===== src/hw/rtl/cte_pkg.sv =====
// ----------------------------------------------------------------------------
// cte_pkg
// Shared types, constants and tables for the civil time to epoch seconds
// pipeline.
// ----------------------------------------------------------------------------
package cte_pkg;

  localparam int unsigned CfgDataW = 64;
  localparam int unsigned CfgIdxW  = 3;

  // Register indexes of the configuration port.
  typedef enum logic [CfgIdxW-1:0] {
    CFG_STD_OFFSET  = 3'd0,
    CFG_DST_OFFSET  = 3'd1,
    CFG_DST_ENABLED = 3'd2,
    CFG_TIME_MAX    = 3'd3,
    CFG_TIME_MIN    = 3'd4
  } cfg_idx_e;

  // Floor division by 3 and by 25 through reciprocal multiplication.
  localparam logic [31:0] Div3Magic  = 32'hAAAA_AAAB;  // ceil(2^33 / 3)
  localparam int unsigned Div3Shift  = 33;
  localparam logic [31:0] Div25Magic = 32'h51EB_851F;  // ceil(2^35 / 25)
  localparam int unsigned Div25Shift = 35;

  // Biases that move signed operands into the range of the unsigned dividers.
  localparam logic signed [31:0] Div3Bias  = 32'sd805306368;  // 3 * 2^28
  localparam logic signed [30:0] Div3Off   = 31'sd268435456;  // 2^28
  localparam logic signed [30:0] Div25Bias = 31'sd419430400;  // 25 * 2^24
  localparam logic signed [25:0] Div25Off  = 26'sd16777216;   // 2^24

  localparam logic signed [33:0] YearBase      = 34'sd1900;
  localparam logic signed [44:0] DaysPerEra    = 45'sd146097;
  localparam logic signed [45:0] DaysYear0Unix = 46'sd719528;

  typedef struct packed {
    logic signed [31:0] year_offset;
    logic signed [31:0] month;
    logic signed [31:0] day_of_month;
    logic signed [31:0] hour;
    logic signed [31:0] minute;
    logic signed [31:0] second;
    logic               dst_request;
  } in_item_t;

  typedef struct packed {
    logic signed [63:0] epoch_seconds;
    logic               range_error;
    logic               dst_applied;
  } out_item_t;

  typedef struct packed {
    logic signed [17:0] std_offset;
    logic signed [17:0] dst_offset;
    logic               dst_enabled;
    logic signed [63:0] time_max;
    logic signed [63:0] time_min;
  } cfg_t;

  // Item after the month and era split.
  typedef struct packed {
    logic signed [25:0] era;
    logic [8:0]         yoe;
    logic [3:0]         mon;
    logic signed [31:0] mday;
    logic signed [44:0] hms;
    logic               dst;
  } split_t;

  // Item after the day count has been scaled to seconds.
  typedef struct packed {
    logic signed [63:0] day_secs;
    logic signed [44:0] hms;
    logic               dst;
  } days_t;

  function automatic logic [8:0] days_before_month(input logic [3:0] mon);
    logic [8:0] d;
    case (mon)
      4'd0:    d = 9'd0;
      4'd1:    d = 9'd31;
      4'd2:    d = 9'd59;
      4'd3:    d = 9'd90;
      4'd4:    d = 9'd120;
      4'd5:    d = 9'd151;
      4'd6:    d = 9'd181;
      4'd7:    d = 9'd212;
      4'd8:    d = 9'd243;
      4'd9:    d = 9'd273;
      4'd10:   d = 9'd304;
      4'd11:   d = 9'd334;
      default: d = 9'd0;
    endcase
    return d;
  endfunction

endpackage


===== src/hw/rtl/civil_time_to_epoch_seconds.sv =====
// Each accepted item passes through nine register stages, the last one being
// the output register.
// Throughput: one item per cycle while out_stall_i is low; every stage holds an
// item, and a stage takes a new one whenever it is empty or its item moves on.
// Reset clears all stage valid bits and loads the register defaults.
// ----------------------------------------------------------------------------
// civil_time_to_epoch_seconds
// Converts a broken-down civil time to signed seconds since the 1970 epoch,
// with a standard or daylight zone offset and a bounds check.
// ----------------------------------------------------------------------------
module civil_time_to_epoch_seconds (
  input  logic                                clk_i,
  input  logic                                rst_ni,
  input  logic                                in_valid_i,
  output logic                                in_stall_o,
  input  cte_pkg::in_item_t                   in_item_i,
  output logic                                out_valid_o,
  input  logic                                out_stall_i,
  output cte_pkg::out_item_t                  out_item_o,
  input  logic                                cfg_we_i,
  input  logic [cte_pkg::CfgIdxW-1:0]         cfg_idx_i,
  input  logic [cte_pkg::CfgDataW-1:0]        cfg_data_i
);

  cte_pkg::cfg_t   cfg_q;
  logic            split_rdy;
  logic            split_vld;
  cte_pkg::split_t split_item;
  logic            days_rdy;
  logic            days_vld;
  cte_pkg::days_t  days_item;
  logic            bound_rdy;

  always_ff @(posedge clk_i or negedge rst_ni) begin
    if (!rst_ni) begin
      cfg_q.std_offset  <= '0;
      cfg_q.dst_offset  <= '0;
      cfg_q.dst_enabled <= 1'b0;
      cfg_q.time_max    <= {1'b0, {63{1'b1}}};
      cfg_q.time_min    <= {1'b1, {63{1'b0}}};
    end else if (cfg_we_i) begin
      case (cte_pkg::cfg_idx_e'(cfg_idx_i))
        cte_pkg::CFG_STD_OFFSET:  cfg_q.std_offset  <= cfg_data_i[17:0];
        cte_pkg::CFG_DST_OFFSET:  cfg_q.dst_offset  <= cfg_data_i[17:0];
        cte_pkg::CFG_DST_ENABLED: cfg_q.dst_enabled <= cfg_data_i[0];
        cte_pkg::CFG_TIME_MAX:    cfg_q.time_max    <= cfg_data_i;
        cte_pkg::CFG_TIME_MIN:    cfg_q.time_min    <= cfg_data_i;
        default: ;
      endcase
    end
  end

  cte_split u_split (
    .clk_i  (clk_i),
    .rst_ni (rst_ni),
    .vld_i  (in_valid_i),
    .rdy_o  (split_rdy),
    .item_i (in_item_i),
    .vld_o  (split_vld),
    .rdy_i  (days_rdy),
    .item_o (split_item)
  );

  cte_days u_days (
    .clk_i  (clk_i),
    .rst_ni (rst_ni),
    .vld_i  (split_vld),
    .rdy_o  (days_rdy),
    .item_i (split_item),
    .vld_o  (days_vld),
    .rdy_i  (bound_rdy),
    .item_o (days_item)
  );

  cte_bound u_bound (
    .clk_i  (clk_i),
    .rst_ni (rst_ni),
    .cfg_i  (cfg_q),
    .vld_i  (days_vld),
    .rdy_o  (bound_rdy),
    .item_i (days_item),
    .vld_o  (out_valid_o),
    .rdy_i  (!out_stall_i),
    .item_o (out_item_o)
  );

  assign in_stall_o = !split_rdy;

endmodule


===== src/hw/rtl/cte_split.sv =====
// ----------------------------------------------------------------------------
// cte_split
// Four stages: folds the month into the year and splits the year into a
// 400-year era and the year of era, both with floor semantics.
// ----------------------------------------------------------------------------
module cte_split (
  input  logic              clk_i,
  input  logic              rst_ni,
  input  logic              vld_i,
  output logic              rdy_o,
  input  cte_pkg::in_item_t item_i,
  output logic              vld_o,
  input  logic              rdy_i,
  output cte_pkg::split_t   item_o
);

  logic go1, go2, go3, go4;
  logic s1_v_q, s2_v_q, s3_v_q, s4_v_q;

  // Stage 1 signals.
  logic signed [31:0] m4;
  logic [31:0]        u3_full;
  logic signed [44:0] hms;
  logic [62:0]        s1_prod_q;
  logic [30:0]        s1_u3_q;
  logic [1:0]         s1_mlo_q;
  logic signed [31:0] s1_yoff_q;
  logic signed [31:0] s1_mday_q;
  logic signed [44:0] s1_hms_q;
  logic               s1_dst_q;

  // Stage 2 signals.
  logic [29:0]        q3;
  logic [30:0]        r3_full;
  logic signed [30:0] q12;
  logic signed [33:0] year;
  logic signed [30:0] y16;
  logic [30:0]        u25_full;
  logic [29:0]        s2_u25_q;
  logic [3:0]         s2_ylo_q;
  logic [3:0]         s2_mon_q;
  logic signed [31:0] s2_mday_q;
  logic signed [44:0] s2_hms_q;
  logic               s2_dst_q;

  // Stage 3 signals.
  logic [60:0]        s3_prod_q;
  logic [29:0]        s3_u25_q;
  logic [3:0]         s3_ylo_q;
  logic [3:0]         s3_mon_q;
  logic signed [31:0] s3_mday_q;
  logic signed [44:0] s3_hms_q;
  logic               s3_dst_q;

  // Stage 4 signals.
  logic [24:0]        q25;
  logic [29:0]        r25_full;
  cte_pkg::split_t    s4_q;

  // A stage loads when it is empty or when its content moves on.
  assign go4   = !s4_v_q || rdy_i;
  assign go3   = !s3_v_q || go4;
  assign go2   = !s2_v_q || go3;
  assign go1   = !s1_v_q || go2;
  assign rdy_o = go1;

  always_ff @(posedge clk_i or negedge rst_ni) begin
    if (!rst_ni) begin
      s1_v_q <= 1'b0;
      s2_v_q <= 1'b0;
      s3_v_q <= 1'b0;
      s4_v_q <= 1'b0;
    end else begin
      if (go1) s1_v_q <= vld_i;
      if (go2) s2_v_q <= s1_v_q;
      if (go3) s3_v_q <= s2_v_q;
      if (go4) s4_v_q <= s3_v_q;
    end
  end

  // Stage 1: floor(month / 4) is biased to a positive value and multiplied
  // by the reciprocal of 3. The time of day is reduced to seconds.
  always_comb begin
    m4      = item_i.month >>> 2;
    u3_full = 32'(m4 + cte_pkg::Div3Bias);
    hms     = 45'(item_i.second)
            + (45'(item_i.minute) <<< 6) - (45'(item_i.minute) <<< 2)
            + (45'(item_i.hour) <<< 11) + (45'(item_i.hour) <<< 10)
            + (45'(item_i.hour) <<< 9) + (45'(item_i.hour) <<< 4);
  end

  always_ff @(posedge clk_i) begin
    if (go1) begin
      s1_prod_q <= 63'(u3_full[30:0]) * 63'(cte_pkg::Div3Magic);
      s1_u3_q   <= u3_full[30:0];
      s1_mlo_q  <= item_i.month[1:0];
      s1_yoff_q <= item_i.year_offset;
      s1_mday_q <= item_i.day_of_month;
      s1_hms_q  <= hms;
      s1_dst_q  <= item_i.dst_request;
    end
  end

  // Stage 2: the month index and the folded year, then the year is
  // divided by 16 and biased for the division by 25.
  always_comb begin
    q3       = s1_prod_q[62:cte_pkg::Div3Shift];
    r3_full  = s1_u3_q - (31'(q3) + (31'(q3) << 1));
    q12      = $signed({1'b0, q3}) - cte_pkg::Div3Off;
    year     = 34'(s1_yoff_q) + 34'(q12) + cte_pkg::YearBase;
    y16      = 31'(year >>> 4);
    u25_full = 31'(y16 + cte_pkg::Div25Bias);
  end

  always_ff @(posedge clk_i) begin
    if (go2) begin
      s2_u25_q  <= u25_full[29:0];
      s2_ylo_q  <= year[3:0];
      s2_mon_q  <= {r3_full[1:0], s1_mlo_q};
      s2_mday_q <= s1_mday_q;
      s2_hms_q  <= s1_hms_q;
      s2_dst_q  <= s1_dst_q;
    end
  end

  // Stage 3: reciprocal multiplication for the division by 25.
  always_ff @(posedge clk_i) begin
    if (go3) begin
      s3_prod_q <= 61'(s2_u25_q) * 61'(cte_pkg::Div25Magic);
      s3_u25_q  <= s2_u25_q;
      s3_ylo_q  <= s2_ylo_q;
      s3_mon_q  <= s2_mon_q;
      s3_mday_q <= s2_mday_q;
      s3_hms_q  <= s2_hms_q;
      s3_dst_q  <= s2_dst_q;
    end
  end

  // Stage 4: era and year of era; the year of era is the remainder of the
  // division by 25 times 16 plus the low four bits of the year.
  always_comb begin
    q25      = s3_prod_q[59:cte_pkg::Div25Shift];
    r25_full = s3_u25_q - ((30'(q25) << 4) + (30'(q25) << 3) + 30'(q25));
  end

  always_ff @(posedge clk_i) begin
    if (go4) begin
      s4_q.era  <= $signed({1'b0, q25}) - cte_pkg::Div25Off;
      s4_q.yoe  <= {r25_full[4:0], s3_ylo_q};
      s4_q.mon  <= s3_mon_q;
      s4_q.mday <= s3_mday_q;
      s4_q.hms  <= s3_hms_q;
      s4_q.dst  <= s3_dst_q;
    end
  end

  assign vld_o  = s4_v_q;
  assign item_o = s4_q;

  a_mon_range: assert property (@(posedge clk_i) disable iff (!rst_ni)
    s2_v_q |-> (s2_mon_q <= 4'd11))
    else $error("month index out of range after folding");

  a_yoe_range: assert property (@(posedge clk_i) disable iff (!rst_ni)
    s4_v_q |-> (s4_q.yoe <= 9'd399))
    else $error("year of era out of range");

  a_era_range: assert property (@(posedge clk_i) disable iff (!rst_ni)
    s4_v_q |-> (s4_q.era >= -26'sd6000000 && s4_q.era <= 26'sd6000000))
    else $error("era outside the reachable range");

endmodule


===== src/hw/rtl/cte_days.sv =====
// ----------------------------------------------------------------------------
// cte_days
// Three stages: day of era from the year of era and month, day number
// relative to the epoch, and its scaling to seconds.
// ----------------------------------------------------------------------------
module cte_days (
  input  logic            clk_i,
  input  logic            rst_ni,
  input  logic            vld_i,
  output logic            rdy_o,
  input  cte_pkg::split_t item_i,
  output logic            vld_o,
  input  logic            rdy_i,
  output cte_pkg::days_t  item_o
);

  logic go1, go2, go3;
  logic s1_v_q, s2_v_q, s3_v_q;

  logic [17:0]        yoe365;
  logic [7:0]         leaps4;
  logic [1:0]         cent;
  logic               leap;
  logic [17:0]        doe;
  logic signed [44:0] s1_era_days_q;
  logic [17:0]        s1_doe_q;
  logic signed [32:0] s1_mday_m1_q;
  logic signed [44:0] s1_hms_q;
  logic               s1_dst_q;

  logic signed [45:0] s2_days_q;
  logic signed [44:0] s2_hms_q;
  logic               s2_dst_q;

  logic signed [63:0] days64;
  cte_pkg::days_t     s3_q;

  assign go3   = !s3_v_q || rdy_i;
  assign go2   = !s2_v_q || go3;
  assign go1   = !s1_v_q || go2;
  assign rdy_o = go1;

  always_ff @(posedge clk_i or negedge rst_ni) begin
    if (!rst_ni) begin
      s1_v_q <= 1'b0;
      s2_v_q <= 1'b0;
      s3_v_q <= 1'b0;
    end else begin
      if (go1) s1_v_q <= vld_i;
      if (go2) s2_v_q <= s1_v_q;
      if (go3) s3_v_q <= s2_v_q;
    end
  end

  // Stage 1: days of the era before the month. Year zero of an era is a
  // leap year; the other century years are not.
  always_comb begin
    yoe365 = (18'(item_i.yoe) << 8) + (18'(item_i.yoe) << 6) + (18'(item_i.yoe) << 5)
           + (18'(item_i.yoe) << 3) + (18'(item_i.yoe) << 2) + 18'(item_i.yoe);
    leaps4 = 8'((10'(item_i.yoe) + 10'd3) >> 2);
    cent   = 2'(item_i.yoe > 9'd100) + 2'(item_i.yoe > 9'd200) + 2'(item_i.yoe > 9'd300);
    leap   = (item_i.mon > 4'd1) && (item_i.yoe[1:0] == 2'b00)
          && (item_i.yoe != 9'd100) && (item_i.yoe != 9'd200) && (item_i.yoe != 9'd300);
    doe    = yoe365 + 18'(leaps4) - 18'(cent)
           + 18'(cte_pkg::days_before_month(item_i.mon)) + 18'(leap);
  end

  always_ff @(posedge clk_i) begin
    if (go1) begin
      s1_era_days_q <= 45'(item_i.era) * cte_pkg::DaysPerEra;
      s1_doe_q      <= doe;
      s1_mday_m1_q  <= 33'(item_i.mday) - 33'sd1;
      s1_hms_q      <= item_i.hms;
      s1_dst_q      <= item_i.dst;
    end
  end

  // Stage 2: day number counted from the epoch.
  always_ff @(posedge clk_i) begin
    if (go2) begin
      s2_days_q <= 46'(s1_era_days_q) + $signed(46'(s1_doe_q)) + 46'(s1_mday_m1_q)
                 - cte_pkg::DaysYear0Unix;
      s2_hms_q  <= s1_hms_q;
      s2_dst_q  <= s1_dst_q;
    end
  end

  // Stage 3: times 86400 as a sum of shifted copies.
  assign days64 = 64'(s2_days_q);

  always_ff @(posedge clk_i) begin
    if (go3) begin
      s3_q.day_secs <= (days64 <<< 16) + (days64 <<< 14) + (days64 <<< 12)
                     + (days64 <<< 8) + (days64 <<< 7);
      s3_q.hms      <= s2_hms_q;
      s3_q.dst      <= s2_dst_q;
    end
  end

  assign vld_o  = s3_v_q;
  assign item_o = s3_q;

endmodule


===== src/hw/rtl/cte_bound.sv =====
// ----------------------------------------------------------------------------
// cte_bound
// Two stages: adds the time of day and the zone offset, then checks both
// sums against the bounds. The second stage is the output register.
// ----------------------------------------------------------------------------
module cte_bound (
  input  logic               clk_i,
  input  logic               rst_ni,
  input  cte_pkg::cfg_t      cfg_i,
  input  logic               vld_i,
  output logic               rdy_o,
  input  cte_pkg::days_t     item_i,
  output logic               vld_o,
  input  logic               rdy_i,
  output cte_pkg::out_item_t item_o
);

  logic go1, go2;
  logic s1_v_q, s2_v_q;

  logic               use_dst;
  logic signed [17:0] offset;
  logic signed [63:0] s1_t_q;
  logic signed [63:0] s1_t_off_q;
  logic               s1_dst_q;

  logic               err;
  cte_pkg::out_item_t s2_q;

  assign go2   = !s2_v_q || rdy_i;
  assign go1   = !s1_v_q || go2;
  assign rdy_o = go1;

  always_ff @(posedge clk_i or negedge rst_ni) begin
    if (!rst_ni) begin
      s1_v_q <= 1'b0;
      s2_v_q <= 1'b0;
    end else begin
      if (go1) s1_v_q <= vld_i;
      if (go2) s2_v_q <= s1_v_q;
    end
  end

  always_comb begin
    use_dst = cfg_i.dst_enabled && item_i.dst;
    offset  = use_dst ? cfg_i.dst_offset : cfg_i.std_offset;
  end

  always_ff @(posedge clk_i) begin
    if (go1) begin
      s1_t_q     <= item_i.day_secs + 64'(item_i.hms);
      s1_t_off_q <= item_i.day_secs + 64'(item_i.hms) + 64'(offset);
      s1_dst_q   <= use_dst;
    end
  end

  // The sum is checked both before and after the offset is applied.
  assign err = (s1_t_q > $signed(cfg_i.time_max)) || (s1_t_q < $signed(cfg_i.time_min))
            || (s1_t_off_q > $signed(cfg_i.time_max))
            || (s1_t_off_q < $signed(cfg_i.time_min));

  always_ff @(posedge clk_i) begin
    if (go2) begin
      s2_q.epoch_seconds <= err ? '1 : s1_t_off_q;
      s2_q.range_error   <= err;
      s2_q.dst_applied   <= s1_dst_q && !err;
    end
  end

  assign vld_o  = s2_v_q;
  assign item_o = s2_q;

endmodule

===== config.mk =====
export PLATFORM = sky130hd
export DESIGN_NAME = civil_time_to_epoch_seconds
export DESIGN_NICKNAME = d
export VERILOG_FILES = /design/src/hw/rtl/cte_pkg.sv /design/src/hw/rtl/civil_time_to_epoch_seconds.sv /design/src/hw/rtl/cte_split.sv /design/src/hw/rtl/cte_days.sv /design/src/hw/rtl/cte_bound.sv
export SDC_FILE = /design/constraint.sdc
export NUM_CORES = 2
export LEC_CHECK = 0
export BUFFER_PORTS_ARGS = -buffer_cell sky130_fd_sc_hd__buf_2
export CAP_MARGIN = 10
export CORE_UTILIZATION = 65
export DETAILED_ROUTE_END_ITERATION = 8
export MAX_ROUTING_LAYER = met4
export PLACE_DENSITY_LB_ADDON = 0.15
export REMOVE_ABC_BUFFERS = 1
export SYNTH_ARGS = -nofsm -noshare
export SYNTH_HDL_FRONTEND = slang
export SYNTH_SLANG_ARGS = --single-unit

===== constraint.sdc =====
create_clock -name clk_i -period 10.75 [get_ports clk_i]
set_input_delay 0 -clock clk_i [delete_from_list [all_inputs] [get_ports clk_i]]
set_output_delay 0 -clock clk_i [all_outputs]
set_load 0.005 [all_outputs]

==> results.toml <==
[synth]
ys_types = 98
synth-edff-count = 1024
ys_warn_count = 0
synth.most_common_cell = "inv_1"
syn_avg_cell_area_sq_um = 11.4
async_flop_share_pct = 14.4
ys_seq_area_share_pct = 32.9
synth_top_area_share_pct = 28.6
synthFlopType = "edfxtp_1"
synth-seq-cells = 1207
synth.area.top_cells = "edfxtp_1, fa_1, ha_1, inv_1, xnor2_1"
syn_area_sq_mm = 0.107
synthCells = 9454
yosysTopAreaCell = "edfxtp_1"
synth_common_cells = "inv_1, ha_1, fa_1, edfxtp_1, a21oi_1"

[detailed_routing]
vias = 71900
viasPerCell = 5.79
dr.pass1.iters = 6
ant_nets = 0
drt-initial-drc-count = 4889
drc = 0
wire_per_inst_um = 21.6
totalWireLength_um = 268000

[timing]
finalSetupViolCount = 0
fmax_mhz = 121
layout_min_cycle_time_ns = 8.27
tightestPinTransition_ns = 1.14
rsz0062_at_grt = "false"
clock_skew_ns = 0.0521
slew_headroom_pct = 22.1
post-route-period-util_pct = 77.0
setup_tns_ns = 0
slew_violations = 0
hold_violations = 0

[floorplan]
rows = 148
fp.coreArea_sq_mm = 0.163
ioPinCount = 333
dieArea_sq_mm = 0.167
die_w_um = 409
die_h_um = 409
initial_core_util_pct = 65.8

[setup_path]
crit_arrival_ns = 8.80
crit_path_end_kind = "register"
crit_family = "adder cells"
worstPathMaxFanout = 8
crit_slowest_cell = "fa_1"
required_ns = 11.27
slowest_delay_ns = 0.67
critPathLaunchType = "register"
crit_top_cell = "fa_1"
crit_type = "reg -> reg"
cp_cell_sequence = "fa_1, fa_1, inv_1, fa_1, inv_1, fa_1, fa_1, fa_1, fa_1, inv_1, fa_1, inv_1, ha_1, nand4_1, nor2_1, and3_1, a211o_1, o41ai_2, a31oi_1, a221oi_4, a21oi_2, a311oi_2, o21ai_1, xnor2_1"
crit_buf_inv = 4

[place]
port_buffers = 332
hpwl_um = 215000
gp_congestion = 0.985

[clock_tree]
cts-root-buf = "clkbuf_16"
clock_latency_ns = 0.81
cts_hold_buf = 277
htree_levels = 4
clock_sinks = 1207
cts_setup_buffers = 0
cts_resized = 0
cts_tree = "yes"
clock_path_buffers = 3
clkSlewWorstSetupHoldPaths_ns = 0.06
cts_inserted_buffers = 131

[global_routing]
grt_pass1_vias = 77100
grt_max_degree = 84
grtUsageTotal_pct = 33.6
grt_pass1_wl_um = 422000
antenna_found_initial = 19
overflow = 0

[finish]
syn2layout_area_growth_pct = 10.9
drive_gt1_share_pct = 8.03
finalNetCount = 13100

[status]
status = "completed"

[job]
max_cap_violations = 0

[hold_path]
min_path_type = "in -> reg"
==> final cells by class <==
class,count,area (sq um)
diodes,16,40.0
inverters,1933,7260
fillers,11100,44200
well taps,2175,2720
repair buffers,634,4640
clock buffers,155,3440
multi-input cells,6211,64400
flip-flops and latches,1207,35400
clock inverters,86,1170
==> layout by cell type (no fill, tap or decap), drive strengths merged, types with 70 or more instances in the layout <==
cell | synthesis | layout
a21o | 348 | 348
a21oi | 521 | 521
buf | 12 | 358
clkbuf | 91 | 155
dfrtp | 110 | 110
dlygate4sd3 | 0 | 276
edfxtp | 1024 | 1024
fa | 1041 | 1041
ha | 1648 | 1648
inv | 1933 | 1936
mux2 | 123 | 123
nand2 | 306 | 306
nand2b | 70 | 70
nand3 | 83 | 83
nand4 | 117 | 117
nor2 | 233 | 233
nor2b | 70 | 70
nor3 | 81 | 81
o21ai | 309 | 309
o21bai | 103 | 103
or3 | 85 | 85
xnor2 | 317 | 317
xor2 | 151 | 151
==> state kept, by name (all words and copies together) (netlist names), 33 cells and up, named ones only <==
register / flops
u_split.s3_hms_q: 45
u_bound.s1_t_q: 64
u_days.s1_mday_m1_q: 33
u_days.s2_hms_q: 45
u_split.s1_hms_q: 45
u_days.s1_hms_q: 45
u_bound.s1_t_off_q: 64
u_bound.item_o: 66
u_split.item_o: 116
u_days.s1_era_days_q: 45
cfg_q: 165
u_split.s2_hms_q: 45
u_days.s2_days_q: 46
u_days.item_o: 103
==> cell families (layout without fill, tap and decap cells) <==
group                    count (synthesis)  in the layout  synth area share, %
AO/OA/AOI/OAI                         1699           1699                 10.3
XOR/XNOR                               469            469                 3.84
adder cells (fa/ha/maj)               2689           2689                 38.6
buffers and inverters                 2036           2808                 7.17
flip-flops                            1207           1207                 32.9
multiplexers                           135            135                 1.41
other                                    0             16                    0
AND/OR/NAND/NOR                       1219           1219                 5.76
==> through the flow <==
| step | instances | setup slack [ns] | utilization, % | hold WS, ns | area (sq um) |
|---|---|---|---|---|---|
| 3_3_place_gp | 11900 | 2.61 | 68.4 | -0.0622 | 112000 |
| 4_1_cts | 12400 | 2.51 | 72.9 | 0.000241 | 119000 |
| 2_1_floorplan | 9351 | 1.12 | - | -0.296 | 107000 |
| 3_5_place_dp | 11900 | 2.53 | 68.4 | -0.0608 | 112000 |
| 6_report | 12400 | 2.48 | 72.9 | 0.0312 | 119000 |
| 5_1_grt | 12400 | 2.10 | 72.9 | 0.0394 | 119000 |
==> routing by layer <==
layer / GRT usage [%] / routed length, um
met1: 40.4 / 109000
met2: 58.7 / 137000
met3: 3.26 / 10700
met4: 12.4 / 10700
met5: - / 0
==> tightest hold or removal path, stage by stage <==
cell,delay [ns]
dlygate4sd3_1,0.54
buf_2,0.14
nand2_1,0.04
o21ai_0,0.06
==> path summary, 6_finish.rpt <==
check | start | end | depth (start not counted) | slack, ns
max in group asynchronous | rst_ni | cfg_q[139] | 4 | 9.50
max reg2reg | u_split.s2_u25_q[3] | u_split.s3_prod_q[55] | 24 | 2.48
min | cfg_data_i[17] | cfg_q[17] | 4 | 0.03
max | u_split.s2_u25_q[3] | u_split.s3_prod_q[55] | 24 | 2.48
min reg2reg | u_days.s1_hms_q[38] | u_days.s2_hms_q[38] | 0 | 0.39
min in group asynchronous | rst_ni | cfg_q[2] | 4 | 0.30
Power is not shown: default switching activity piles up to over one toggle a cycle in this logic, so the estimate is an artifact.
